## config.mk

```make
export PLATFORM = sky130hd
export DESIGN_NAME = ascii_to_unsigned_parser
export DESIGN_NICKNAME = d
export VERILOG_FILES = /design/src/hw/rtl/a2u_pkg.sv /design/src/hw/rtl/ascii_to_unsigned_parser.sv /design/src/hw/rtl/a2u_front.sv /design/src/hw/rtl/a2u_queue.sv /design/src/hw/rtl/a2u_back.sv
export SDC_FILE = /design/constraint.sdc
export NUM_CORES = 1
export LEC_CHECK = 0
export BUFFER_PORTS_ARGS = -buffer_cell sky130_fd_sc_hd__buf_4
export CELL_PAD_IN_SITES_DETAIL_PLACEMENT = 1
export CELL_PAD_IN_SITES_GLOBAL_PLACEMENT = 1
export CORE_UTILIZATION = 35
export DETAILED_ROUTE_END_ITERATION = 10
export MAX_ROUTING_LAYER = met4
export PLACE_DENSITY_LB_ADDON = 0.1
export SLEW_MARGIN = 30
export SYNTH_ARGS = -nofsm -noshare
export SYNTH_HDL_FRONTEND = slang
export SYNTH_HIERARCHICAL = 1
export SYNTH_SLANG_ARGS = --single-unit
```

## constraint.sdc

```tcl
create_clock -name clock -period 7.6 [get_ports clock]
set_clock_uncertainty 0.15 [all_clocks]
set_input_delay 0.38 -clock clock [delete_from_list [all_inputs] [get_ports clock]]
set_output_delay 0.38 -clock clock [all_outputs]
set_load 0.1 [all_outputs]
```

## src/hw/rtl/a2u_pkg.sv

```systemverilog
`timescale 1ns / 1ps

package a2u_pkg;

   localparam logic [7:0] CHAR_NUL   = 8'h00;
   localparam logic [7:0] CHAR_TAB   = 8'h09;
   localparam logic [7:0] CHAR_CR    = 8'h0d;
   localparam logic [7:0] CHAR_SPACE = 8'h20;
   localparam logic [7:0] CHAR_PLUS  = 8'h2b;
   localparam logic [7:0] CHAR_MINUS = 8'h2d;
   localparam logic [7:0] CHAR_ZERO  = 8'h30;
   localparam logic [7:0] CHAR_NINE  = 8'h39;
   localparam logic [7:0] CHAR_UP_A  = 8'h41;
   localparam logic [7:0] CHAR_UP_X  = 8'h58;
   localparam logic [7:0] CHAR_UP_Z  = 8'h5a;
   localparam logic [7:0] CHAR_LO_A  = 8'h61;
   localparam logic [7:0] CHAR_LO_X  = 8'h78;
   localparam logic [7:0] CHAR_LO_Z  = 8'h7a;

   localparam logic [7:0] LETTER_BASE = 8'd10;

   localparam logic [5:0] RADIX_AUTO  = 6'd0;
   localparam logic [5:0] RADIX_OCTAL = 6'd8;
   localparam logic [5:0] RADIX_DEC   = 6'd10;
   localparam logic [5:0] RADIX_HEX   = 6'd16;

   typedef struct packed {
      logic       start;
      logic       blank;
      logic       minus;
      logic       plus;
      logic       zero;
      logic       hex_x;
      logic       alnum;
      logic [5:0] dval;
   } a2u_class_type;

endpackage

```

## src/hw/rtl/ascii_to_unsigned_parser.sv

```systemverilog
`timescale 1ns / 1ps

// Streaming string-to-unsigned converter, one character per request.
// The req channel carries a character in req_tdata and a start-of-string
// flag in req_tuser, which abandons any parse in progress. A string ends at
// NUL or at any character that cannot continue the number; that character
// produces exactly one response, and later characters are ignored until the
// next start flag. Leading whitespace and one sign are skipped, and with a
// base of zero the radix comes from the prefix (octal, hex or decimal).
// The csr channel writes the base; the user must write it only while the
// block idles; the block itself does not enforce it. A request passes the
// classifier into a four-entry queue, the parser takes it from the head, and
// the response is registered. The parser takes one character per cycle while
// no response waits, bounded by its multiply-add of accumulator and radix.
// Reset empties the queue, clears the parse and sets the base to zero.
// When the receiver stalls, the parser holds while a response waits; the
// queue absorbs up to four more requests before req_tready falls.

module ascii_to_unsigned_parser import a2u_pkg::*; #(
   parameter int OFFSET_BITS = 16
) (
   input  logic        clock,
   input  logic        reset,
   input  logic        req_tvalid,
   output logic        req_tready,
   input  logic [7:0]  req_tdata,   // char_code
   input  logic        req_tuser,   // start_of_string
   output logic        rsp_tvalid,
   input  logic        rsp_tready,
   output logic [47:0] rsp_tdata,   // value[31:0], end_offset[47:32]
   output logic        rsp_tuser,   // converted
   input  logic        csr_valid,
   output logic        csr_ready,
   input  logic [5:0]  csr_data     // base_mode
);

   logic [5:0]    base_mode_ff;
   logic          queue_full;
   logic          push;
   a2u_class_type push_item;
   logic          pop;
   logic          head_valid;
   a2u_class_type head_item;

   assign csr_ready = 1'b1;

   always_ff @(posedge clock) begin
      if (reset) begin
         base_mode_ff <= RADIX_AUTO;
      end else if (csr_valid) begin
         base_mode_ff <= csr_data;
      end
   end

   a2u_front u_front (
      .req_tvalid (req_tvalid),
      .req_tready (req_tready),
      .req_tdata  (req_tdata),
      .req_tuser  (req_tuser),
      .queue_full (queue_full),
      .push       (push),
      .push_item  (push_item)
   );

   a2u_queue u_queue (
      .clock      (clock),
      .reset      (reset),
      .push       (push),
      .push_item  (push_item),
      .full       (queue_full),
      .pop        (pop),
      .head_valid (head_valid),
      .head_item  (head_item)
   );

   a2u_back #(
      .OFFSET_BITS (OFFSET_BITS)
   ) u_back (
      .clock      (clock),
      .reset      (reset),
      .base_mode  (base_mode_ff),
      .head_valid (head_valid),
      .head_item  (head_item),
      .pop        (pop),
      .rsp_tvalid (rsp_tvalid),
      .rsp_tready (rsp_tready),
      .rsp_tdata  (rsp_tdata),
      .rsp_tuser  (rsp_tuser)
   );

endmodule

```

## src/hw/rtl/a2u_front.sv

```systemverilog
`timescale 1ns / 1ps

module a2u_front import a2u_pkg::*; (
   input  logic          req_tvalid,
   output logic          req_tready,
   input  logic [7:0]    req_tdata,
   input  logic          req_tuser,
   input  logic          queue_full,
   output logic          push,
   output a2u_class_type push_item
);

   logic [7:0] code;
   logic [7:0] raw_val;

   assign code       = req_tdata;
   assign req_tready = !queue_full;
   assign push       = req_tvalid && !queue_full;

   always_comb begin
      raw_val = 8'd0;
      push_item.alnum = 1'b1;
      if (code inside {[CHAR_ZERO:CHAR_NINE]}) begin
         raw_val = code - CHAR_ZERO;
      end else if (code inside {[CHAR_LO_A:CHAR_LO_Z]}) begin
         raw_val = code - CHAR_LO_A + LETTER_BASE;
      end else if (code inside {[CHAR_UP_A:CHAR_UP_Z]}) begin
         raw_val = code - CHAR_UP_A + LETTER_BASE;
      end else begin
         push_item.alnum = 1'b0;
      end
      push_item.start = req_tuser;
      push_item.blank = code inside {[CHAR_TAB:CHAR_CR], CHAR_SPACE};
      push_item.minus = code == CHAR_MINUS;
      push_item.plus  = code == CHAR_PLUS;
      push_item.zero  = code == CHAR_ZERO;
      push_item.hex_x = code == CHAR_LO_X || code == CHAR_UP_X;
      push_item.dval  = raw_val[5:0];
   end

endmodule

```

## src/hw/rtl/a2u_queue.sv

```systemverilog
`timescale 1ns / 1ps

module a2u_queue import a2u_pkg::*; (
   input  logic          clock,
   input  logic          reset,
   input  logic          push,
   input  a2u_class_type push_item,
   output logic          full,
   input  logic          pop,
   output logic          head_valid,
   output a2u_class_type head_item
);

   localparam int DEPTH = 4;
   localparam int PTR_BITS = $clog2(DEPTH);
   localparam int CNT_BITS = $clog2(DEPTH + 1);
   localparam logic [CNT_BITS-1:0] DEPTH_CNT = CNT_BITS'(DEPTH);

   a2u_class_type               store_ff [DEPTH];
   logic [PTR_BITS-1:0]         wr_ptr_ff;
   logic [PTR_BITS-1:0]         rd_ptr_ff;
   logic [CNT_BITS-1:0]         count_ff;
   logic [CNT_BITS-1:0]         count_in;

   assign full       = count_ff == DEPTH_CNT;
   assign head_valid = count_ff != '0;
   assign head_item  = store_ff[rd_ptr_ff];

   always_comb begin
      count_in = count_ff;
      if (push && !pop) begin
         count_in = count_ff + 1'b1;
      end else if (pop && !push) begin
         count_in = count_ff - 1'b1;
      end
   end

   always_ff @(posedge clock) begin
      if (reset) begin
         wr_ptr_ff <= '0;
         rd_ptr_ff <= '0;
         count_ff  <= '0;
      end else begin
         if (push) begin
            wr_ptr_ff <= wr_ptr_ff + 1'b1;
         end
         if (pop) begin
            rd_ptr_ff <= rd_ptr_ff + 1'b1;
         end
         count_ff <= count_in;
      end
   end

   always_ff @(posedge clock) begin
      if (push) begin
         store_ff[wr_ptr_ff] <= push_item;
      end
   end

`ifndef ASSERT_OFF
   a_count_bound : assert property (@(posedge clock) disable iff (reset)
      count_ff <= DEPTH_CNT) else $error("request queue count exceeds its depth");
   a_pop_nonempty : assert property (@(posedge clock) disable iff (reset)
      pop |-> head_valid) else $error("request queue popped while empty");
`endif

endmodule

```

## src/hw/rtl/a2u_back.sv

```systemverilog
`timescale 1ns / 1ps

module a2u_back import a2u_pkg::*; #(
   parameter int OFFSET_BITS = 16
) (
   input  logic          clock,
   input  logic          reset,
   input  logic [5:0]    base_mode,
   input  logic          head_valid,
   input  a2u_class_type head_item,
   output logic          pop,
   output logic          rsp_tvalid,
   input  logic          rsp_tready,
   output logic [47:0]   rsp_tdata,
   output logic          rsp_tuser
);

   typedef enum logic [2:0] {
      PH_WS1,
      PH_WS2,
      PH_ZERO,
      PH_DIGITS,
      PH_DONE
   } phase_type;

   localparam logic [OFFSET_BITS-1:0] POS_MAX = {OFFSET_BITS{1'b1}};

   phase_type              phase_ff, phase_in, ph;
   logic [31:0]            acc_ff, acc_in, acc;
   logic                   neg_ff, neg_in, neg;
   logic [5:0]             radix_ff, radix_in, radix;
   logic [OFFSET_BITS-1:0] pos_ff, pos_in, pos;
   logic                   any_ff, any_in, any;
   logic                   first_char;
   logic                   use_dos;
   logic                   digit_ok;
   logic [37:0]            prod;
   logic                   emit;
   logic [31:0]            emit_value;
   logic [OFFSET_BITS+15:0] emit_pos_ext;
   logic                   rsp_valid_ff;
   logic [47:0]            rsp_data_ff;
   logic                   rsp_user_ff;

   assign pop        = head_valid && (!rsp_valid_ff || rsp_tready);
   assign rsp_tvalid = rsp_valid_ff;
   assign rsp_tdata  = rsp_data_ff;
   assign rsp_tuser  = rsp_user_ff;

   always_comb begin
      ph    = head_item.start ? PH_WS1 : phase_ff;
      acc   = head_item.start ? 32'd0 : acc_ff;
      neg   = head_item.start ? 1'b0 : neg_ff;
      radix = head_item.start ? RADIX_AUTO : radix_ff;
      pos   = head_item.start ? '0 : pos_ff;
      any   = head_item.start ? 1'b0 : any_ff;

      phase_in   = ph;
      acc_in     = acc;
      neg_in     = neg;
      radix_in   = radix;
      any_in     = any;
      pos_in     = (pos != POS_MAX) ? pos + 1'b1 : pos;
      first_char = 1'b0;
      use_dos    = 1'b0;
      emit       = 1'b0;

      case (ph)
         PH_WS1: begin
            if (head_item.blank) begin
               phase_in = PH_WS1;
            end else if (head_item.minus) begin
               neg_in   = 1'b1;
               phase_in = PH_WS2;
            end else if (head_item.plus) begin
               phase_in = PH_WS2;
            end else begin
               first_char = 1'b1;
            end
         end
         PH_WS2: begin
            if (!head_item.blank) begin
               first_char = 1'b1;
            end
         end
         PH_ZERO: begin
            if (head_item.hex_x && (radix == RADIX_AUTO || radix == RADIX_HEX)) begin
               any_in   = 1'b0;
               radix_in = RADIX_HEX;
               phase_in = PH_DIGITS;
            end else begin
               radix_in = (radix == RADIX_AUTO) ? RADIX_OCTAL : radix;
               use_dos  = 1'b1;
            end
         end
         PH_DIGITS: begin
            use_dos = 1'b1;
         end
         default: begin
            phase_in = PH_DONE;
         end
      endcase

      if (first_char) begin
         if (head_item.zero) begin
            radix_in = base_mode;
            any_in   = 1'b1;
            phase_in = PH_ZERO;
         end else begin
            radix_in = (base_mode == RADIX_AUTO) ? RADIX_DEC : base_mode;
            use_dos  = 1'b1;
         end
      end

      digit_ok = head_item.alnum && (head_item.dval < radix_in);
      prod     = acc * radix_in;
      if (use_dos) begin
         if (digit_ok) begin
            any_in   = 1'b1;
            acc_in   = prod[31:0] + {26'd0, head_item.dval};
            phase_in = PH_DIGITS;
         end else begin
            emit     = 1'b1;
            phase_in = PH_DONE;
         end
      end

      emit_value   = neg ? (32'd0 - acc) : acc;
      emit_pos_ext = {16'd0, (any_in ? pos : {OFFSET_BITS{1'b0}})};
   end

   always_ff @(posedge clock) begin
      if (reset) begin
         phase_ff     <= PH_WS1;
         acc_ff       <= 32'd0;
         neg_ff       <= 1'b0;
         radix_ff     <= RADIX_AUTO;
         pos_ff       <= '0;
         any_ff       <= 1'b0;
         rsp_valid_ff <= 1'b0;
         rsp_data_ff  <= 48'd0;
         rsp_user_ff  <= 1'b0;
      end else begin
         if (pop) begin
            phase_ff <= phase_in;
            acc_ff   <= acc_in;
            neg_ff   <= neg_in;
            radix_ff <= radix_in;
            pos_ff   <= pos_in;
            any_ff   <= any_in;
         end
         if (pop && emit) begin
            rsp_valid_ff <= 1'b1;
            rsp_data_ff  <= {emit_pos_ext[15:0], emit_value};
            rsp_user_ff  <= any_in;
         end else if (rsp_tready) begin
            rsp_valid_ff <= 1'b0;
         end
      end
   end

`ifndef ASSERT_OFF
   a_emit_done : assert property (@(posedge clock) disable iff (reset)
      (pop && emit) |=> (phase_ff == PH_DONE && rsp_valid_ff))
      else $error("result issued without ending the parse");
   a_unconverted_offset : assert property (@(posedge clock) disable iff (reset)
      (rsp_valid_ff && !rsp_user_ff) |-> (rsp_data_ff[47:32] == 16'd0))
      else $error("non-zero offset on an unconverted result");
`endif

endmodule

```

==> flow_summary_export.csv, run 1 <==
group,metric,value,unit
route,met3_length,737,um
setup_path,crit_type,"reg2reg",
floorplan,start_util,35.68,%
logic_synthesis,synth_area_per_cell,9.316,um^2
route,maxUsedRoutingLayer,"met4",
clock_network,root_buffer,"clkbuf_16",
power_and_ir_drop,p_seq_share,33.0,%
outcome,status,"completed",
setup_path,cpPeakStageDelay,0.61,ns
sta,hold_viol_final,0,
logic_synthesis,synth.top_cell.area_share,18.43,%
floorplan,die_h,198.2,um
setup_path,end_kind,"flop",
global_routing,grt.total_usage,21.90,%
clock_network,clockBufferDepth,2,
final_layout,stdcell_area,0.01506,mm^2
power_and_ir_drop,p_total,3.477,mW
route,drcViolationCount,0,
logic_synthesis,synth_fp_nets,1663,
sta,min_period_over_period,94.27,%
logic_synthesis,yosysUniqueCellTypes,91,
logic_synthesis,synth-seq-area-share,30.02,%
sta,rsz0062_at_grt,"no",
route,viasPerCell,5.314,
logic_synthesis,postSynth.asyncResetShare,0,%
route,num_vias,10659,
sta,worstMarginPinSlew,0.9114,ns
power_and_ir_drop,leakage,6.425,nW
final_layout,nNetsFinal,1699,
route,wl_met2,18930,um
floorplan,die_area,0.03928,mm^2
setup_path,path_max_fanout,10,
floorplan,coreArea,0.03776,mm^2
logic_synthesis,ys.flop_type,"dfxtp_1",
setup_path,cpMaxStageDelayCell,"mux4_2",
global_routing,antenna_found_initial,0,
final_layout,layout_commonest_cell,"nor2_1",
setup_path,worst_setup_path_start_kind,"flop",
placement,io_buffers,70,
clock_network,clk_latency,0.46,ns
clock_network,hold_buffers,1,
final_layout,final_core_util,39.88,%
power_and_ir_drop,p_comb_share,41.1,%
logic_synthesis,ys_ff_latch,176,
floorplan,num_rows,71,
logic_synthesis,synthTopCellsByArea,"dfxtp_1 (18%), fa_1 (17%), edfxtp_1 (12%), nor2_1 (7.9%), ha_1 (7.8%)",
route,drt_iter0_drc,425,
global_routing,grt_pass1_wl,64360,um
route,route.layer.met1.wl,19700,um
sta,maxSlewViolCount,0,
route,drt_pre_antenna_iters,5,
logic_synthesis,syn_inst,1446,
sta,finalSetupViolations,0,
clock_network,post_cts_buffers,0,
global_routing,grt-ovfl-total,0,
logic_synthesis,synth_top_area_cell,"dfxtp_1",
final_layout,final_cell_mix,"nor2_1 (284), dfxtp_1 (124), nand2_1 (114)",
logic_synthesis,syn_area,0.01347,mm^2
logic_synthesis,synth-edff-count,52,
sta,finalSetupTns,0,ns
clock_network,cts_sinks,176,
route,postRouteAntennaNets,0,
power_and_ir_drop,p_int,1.937,mW
flow_run,cap_violations,0,
clock_network,cts_max_level,4,
clock_network,cts_resized,0,
placement,post-dp-hpwl,30130,um
clock_network,tritoncts,"built",
route,wirelength,39720,um
sta,slew_headroom,39.24,%
floorplan,pin_count,72,
floorplan,die-width,198.2,um
clock_network,cts_made_buffers,17,
sta,timing.final.crit_period,7.165,ns
route,wl_per_cell,19.80,um
power_and_ir_drop,sw_frac_of_total,44.29,%
power_and_ir_drop,p_sw,1.540,mW
global_routing,grt_pass1_vias,11347,
clock_network,path_clk_slew,0.08,ns
power_and_ir_drop,peakVddDrop,0.1803,mV
global_routing,grt_max_degree,81,
final_layout,nFillCells,4351,
final_layout,antennaDiodeCount,0,
setup_path,critPathArrivalTime,7.37,ns
logic_synthesis,yosysWarnings,6,
power_and_ir_drop,pwr-share-clk,25.9,%
placement,post_dp_cell_area,0.01446,mm^2
sta,fmax,0.1396,GHz
setup_path,cp.required,7.81,ns
setup_path,path_cells,"buf_4, mux4_2, inv_1, o221ai_1, mux2_4, or2_2, fa_1, fa_1, inv_1, fa_1, inv_1, fa_1, inv_1, ha_1, and3_1, a22o_1, o22ai_1, o221ai_1, o21ai_0, o2bb2ai_1, o21ai_0, xor2_1, a22o_1",
placement,place.gp.congestion,0.8448,
min_path,hold_path.class,"in2reg",
power_and_ir_drop,power.density,230.9,mW/mm^2
final_layout,syn2layout_area_growth,11.78,%
final_layout,drive_gt1_share,11.64,%
[logic make-up (layout without fill, tap and decap cells)]
| family | count (synthesis) | in the layout | share of synthesized area (%) |
|---|---|---|---|
| and+or+nand+nor | 562 | 562 | 18.79 |
| AOI/OAI and AO/OA | 268 | 268 | 13.33 |
| adders and majority gates | 197 | 197 | 24.60 |
| DFF | 176 | 176 | 30.02 |
| buffers and inverters | 133 | 182 | 4.449 |
| xor gates and xnor gates | 81 | 81 | 5.369 |
| muxes | 28 | 28 | 3.418 |
| other | 1 | 1 | 0.02784 |
[synthesized netlist by cell type (5+ instances only)]
cell and number:
a22oi_1 34, nor4_1 7, a21o_1 20, and3_1 6, inv_1 53, edfxtp_1 52
buf_6 8, or3_1 10, o31ai_1 14, ha_1 84, and2_1 7, a22o_1 6
nand2b_1 10, xor2_1 36, mux4_2 10, nand3_1 31, buf_2 7, nor3b_1 5
a211oi_1 9, nand2_1 114, a21oi_1 83, o21bai_1 13, or2_2 10, xnor2_1 44
dfxtp_1 124, clkbuf_1 55, nand4_1 9, fa_1 113, mux2i_1 13, nor2_1 285
o21ai_0 31, nor3_1 35, buf_1 5, nor2b_1 11, o21ai_1 5
[routing by layer]
layer	GRT usage, %	vias to the layer above
li1	-	5056
met1	29.54	5456
met2	35.28	121
met3	2.589	26
met4	4.536	0
met5	-	-
[power groups by stage]
stage	sequential [mW]	clock (mW)	combinational, mW
after floorplan	1.19	0	0.938
after global placement	1.17	0	1.41
after detailed placement	1.17	0	1.44
after CTS	1.15	0.927	1.44
after global routing	1.16	0.965	1.56
final	1.15	0.901	1.43
[flip-flops by register name, indices dropped and copies added (netlist names), 2 cells and up, named ones only]
name	count
u_back/rsp_tdata	48
u_back/radix_ff	6
u_back/pos_ff	16
u_queue/store_ff	52
base_mode_ff	6
u_back/acc_ff	32
u_queue/wr_ptr_ff	2
u_queue/rd_ptr_ff	2
u_back/phase_ff	3
u_queue/count_ff	3
[through the flow]
stage,setup slack [ns],hold WS (ns),instances
2_1_floorplan,0.8400,0.3020,1446
3_3_place_gp,0.5348,0.2910,1973
3_5_place_dp,0.4539,0.2949,1973
4_1_cts,0.4148,0.0003639,2006
5_1_grt,0.03574,0.01401,2006
6_report,0.4354,0.01909,2006
[area by class of cell]
cell class                      count  area, um^2  area share [%]
Clock inverter                     13       142.6          0.9473
Tap cell                          511       639.4           4.246
Sequential cell                   176        4044           26.86
Timing Repair Buffer               97       730.7           4.853
Inverter                           53       198.9           1.321
Clock buffer                       19       442.9           2.942
Multi-Input combinational cell   1137        8859           58.83
[path summary, 6_finish.rpt]
kind / endpoint / cells after the start / slack, ns / start
max: u_back/acc_ff[30] / 23 / 0.44 / flop
min: base_mode_ff[2] / 3 / 0.02 / csr_data[2]
max reg2reg: u_back/acc_ff[30] / 23 / 0.44 / flop
min reg2reg: u_back/rsp_tdata[37] / 2 / 0.30 / u_back/rsp_tdata[37]
[worst max-delay path, delay by kind of cell, from the launching register on]
family	cells	cell delay [ns]
xor+xnor	1	0.16
mux	2	0.97
flops	1	0.44
buf+inv	5	0.59
fa+ha+maj	5	2.44
simple gates	2	0.50
compound gates	8	1.80
(Power assumes the default switching activity.)
==> run 2: changes to the inputs <==
--- a/config.mk
+++ b/config.mk
@@ -5,6 +5,7 @@
 export SDC_FILE = /design/constraint.sdc
 export NUM_CORES = 1
 export LEC_CHECK = 0
+export ABC_AREA = 1
 export BUFFER_PORTS_ARGS = -buffer_cell sky130_fd_sc_hd__buf_4
 export CELL_PAD_IN_SITES_DETAIL_PLACEMENT = 1
 export CELL_PAD_IN_SITES_GLOBAL_PLACEMENT = 1
==> run 2 against run 1 <==
Effect of this change: routed wire length rose by 17%; critical endpoint is now u_back/acc_ff[20]; synthesized cell count grew 29%; global-route usage up 1.9 points; largest cell class unchanged; die area grew 7.4%; synthesized area up 7.5%; combinational power grew 120%.
==> flow_summary_export.csv, run 2 <==
group,metric,value,unit
power_and_ir_drop,peakVddDrop,0.1835,mV
route,wl_per_cell,18.97,um
floorplan,pin_count,72,
flow_run,cap_violations,0,
power_and_ir_drop,p_int,2.381,mW
route,drt_pre_antenna_iters,5,
logic_synthesis,synth_top_area_cell,"dfxtp_1",
clock_network,path_clk_slew,0.07,ns
final_layout,drive_gt1_share,11.72,%
setup_path,path_common_cell,"nand2_1",
clock_network,cts_max_level,4,
setup_path,cpPeakStageDelay,0.55,ns
route,postRouteAntennaNets,0,
sta,slew_headroom,34.55,%
logic_synthesis,syn_inst,1862,
power_and_ir_drop,p_total,5.300,mW
floorplan,coreArea,0.04083,mm^2
logic_synthesis,yosysUniqueCellTypes,57,
global_routing,grt_max_degree,74,
route,num_vias,12665,
sta,min_period_over_period,92.78,%
sta,maxSlewViolCount,0,
logic_synthesis,postSynth.asyncResetShare,0,%
logic_synthesis,ys_ff_latch,176,
logic_synthesis,ys.flop_type,"dfxtp_1",
min_path,hold_path.class,"in2reg",
clock_network,tritoncts,"built",
power_and_ir_drop,power.density,331.2,mW/mm^2
setup_path,cp.required,7.85,ns
power_and_ir_drop,p_comb_share,59.3,%
floorplan,start_util,35.46,%
clock_network,root_buffer,"clkbuf_16",
setup_path,end_kind,"flop",
floorplan,die_area,0.04219,mm^2
final_layout,final_cell_mix,"nor2_1 (329), nand2_1 (277), inv_1 (200)",
logic_synthesis,synth-seq-area-share,27.93,%
placement,post-dp-hpwl,35160,um
sta,fmax,0.1418,GHz
logic_synthesis,yosysWarnings,6,
final_layout,regMostFlops,"u_queue/store_ff",
route,wirelength,46360,um
outcome,status,"completed",
sta,timing.final.crit_period,7.051,ns
sta,finalSetupTns,0,ns
route,drcViolationCount,0,
clock_network,clk_latency,0.48,ns
final_layout,layout_commonest_cell,"nor2_1",
clock_network,clockBufferDepth,2,
sta,setup_slack,0.5487,ns
final_layout,regArea,0.004044,mm^2
final_layout,multi_input_area,0.009119,mm^2
setup_path,crit_type,"reg2reg",
floorplan,num_rows,74,
global_routing,grt.total_usage,23.81,%
power_and_ir_drop,p_seq_share,23.7,%
sta,worstMarginPinSlew,0.9818,ns
power_and_ir_drop,p_sw,2.919,mW
logic_synthesis,synthTopCellsByCount,"nor2_1 (329), nand2_1 (278), inv_1 (200)",
clock_network,cts_sinks,176,
clock_network,cts_made_buffers,17,
logic_synthesis,synth_fp_nets,2079,
global_routing,antenna_found_initial,0,
sta,hold_ws,0.04777,ns
logic_synthesis,synth_area_per_cell,7.776,um^2
logic_synthesis,synth.top_cell.area_share,17.14,%
placement,place.gp.congestion,0.8460,
floorplan,die-width,205.4,um
final_layout,nFillCells,5054,
setup_path,r2r_slack,0.55,ns
placement,post_dp_cell_area,0.01539,mm^2
setup_path,worst_setup_path_start_kind,"flop",
logic_synthesis,synth_most_common_cell,"nor2_1",
placement,dpl_worst_slack,0.4386,ns
global_routing,grt_pass1_wl,73820,um
setup_path,critPathArrivalTime,7.30,ns
logic_synthesis,synthTopCellsByArea,"dfxtp_1 (17%), fa_1 (16%), edfxtp_1 (11%), nor2_1 (8.5%), ha_1 (7.3%)",
global_routing,grt_pass1_vias,13010,
setup_path,cpMaxStageDelayCell,"fa_1",
route,viasPerCell,5.182,
final_layout,syn2layout_area_growth,10.53,%
logic_synthesis,syn_area,0.01448,mm^2
power_and_ir_drop,sw_frac_of_total,55.07,%
final_layout,nNetsFinal,2116,
final_layout,antennaDiodeCount,0,
global_routing,grt-ovfl-total,0,
final_layout,largest_reg_flops,52,
floorplan,die_h,205.4,um
final_layout,stdcell_area,0.01600,mm^2
sta,hold_viol_final,0,
power_and_ir_drop,leakage,7.356,nW
power_and_ir_drop,pwr-share-clk,17.0,%
route,drt_iter0_drc,566,
setup_path,path_max_fanout,28,
placement,io_buffers,70,
sta,finalSetupViolations,0,
logic_synthesis,synth-edff-count,52,
==> run 2: cell count changes after synthesis, sizes merged, moves of 21 or more <==
cell,change
a21oi,+79
clkbuf,-21
inv,+174
nand2,+189
nand3,+24
nor2,+58
o21ai,+102
xnor2,-32
==> run 2: logic make-up (layout without fill, tap and decap cells) <==
| family | Yosys count | count (layout) | share of synthesized area, % |
|---|---|---|---|
| adders and majority gates | 197 | 197 | 22.88 |
| buffers and inverters | 309 | 359 | 9.203 |
| AOI/OAI and AO/OA | 381 | 381 | 14.79 |
| and+or+nand+nor | 759 | 759 | 22.81 |
| xor gates and xnor gates | 39 | 39 | 2.359 |
| other | 1 | 1 | 0.02590 |
| DFF | 176 | 176 | 27.93 |
==> run 2: power groups by stage <==
stage	registers (mW)	logic [mW]	clock network, mW
2_1_floorplan	1.59	1.94	0
3_3_place_gp	1.27	3.09	0
3_5_place_dp	1.27	3.13	0
4_1_cts	1.25	3.15	0.939
5_1_grt	1.27	3.45	0.968
6_report	1.26	3.14	0.902
==> run 2: final timing paths <==
path	start	end	cells past startpoint
max	flop	u_back/acc_ff[20]	26
min	csr_data[0]	base_mode_ff[0]	5
max reg2reg	flop	u_back/acc_ff[20]	26
min reg2reg	u_queue/rd_ptr_ff[1]	u_queue/rd_ptr_ff[1]	1
==> run 2: worst max-delay path, delay by kind of cell (launching register included) <==
family | cells | cell delay, ns
AO/OA/AOI/OAI | 7 | 1.56
XOR/XNOR | 1 | 0.53
adder cells (fa/ha/maj) | 5 | 2.23
buffers and inverters | 4 | 0.84
flip-flops | 1 | 0.46
AND/OR/NAND/NOR | 9 | 1.19
==> run 2: area by class of cell <==
type	instances	area share, %
repair buffers	92	4.347
multi-input cells	1377	56.98
flip-flops and latches	176	25.27
inverters	235	5.629
clock buffers	17	2.658
clock inverters	15	0.9616
well taps	532	4.159
==> run 2: stage by stage <==
step,cells,util [%]
global placement,2408,37.68
finish,2444,39.20
detailed placement,2408,37.68
CTS,2442,39.15
floorplan,1862,-
global route,2444,39.20
==> run 2: layer usage <==
metal / global-route usage [%] / up-vias / part of all wire, %
met4: 6.005 / 0 / 1.2
met3: 4.340 / 38 / 3.7
li1: - / 6129 / -
met5: - / - / 0
met1: 32.52 / 6312 / 50
met2: 36.22 / 186 / 45
==> run 2: what timing repair did <==
action,4_1_cts,5_1_grt
resized for setup,0,3
buffers inserted,0,2
endpoints found under the setup margin,0,9
endpoints found under the hold margin,9,0
hold buffers,2,0
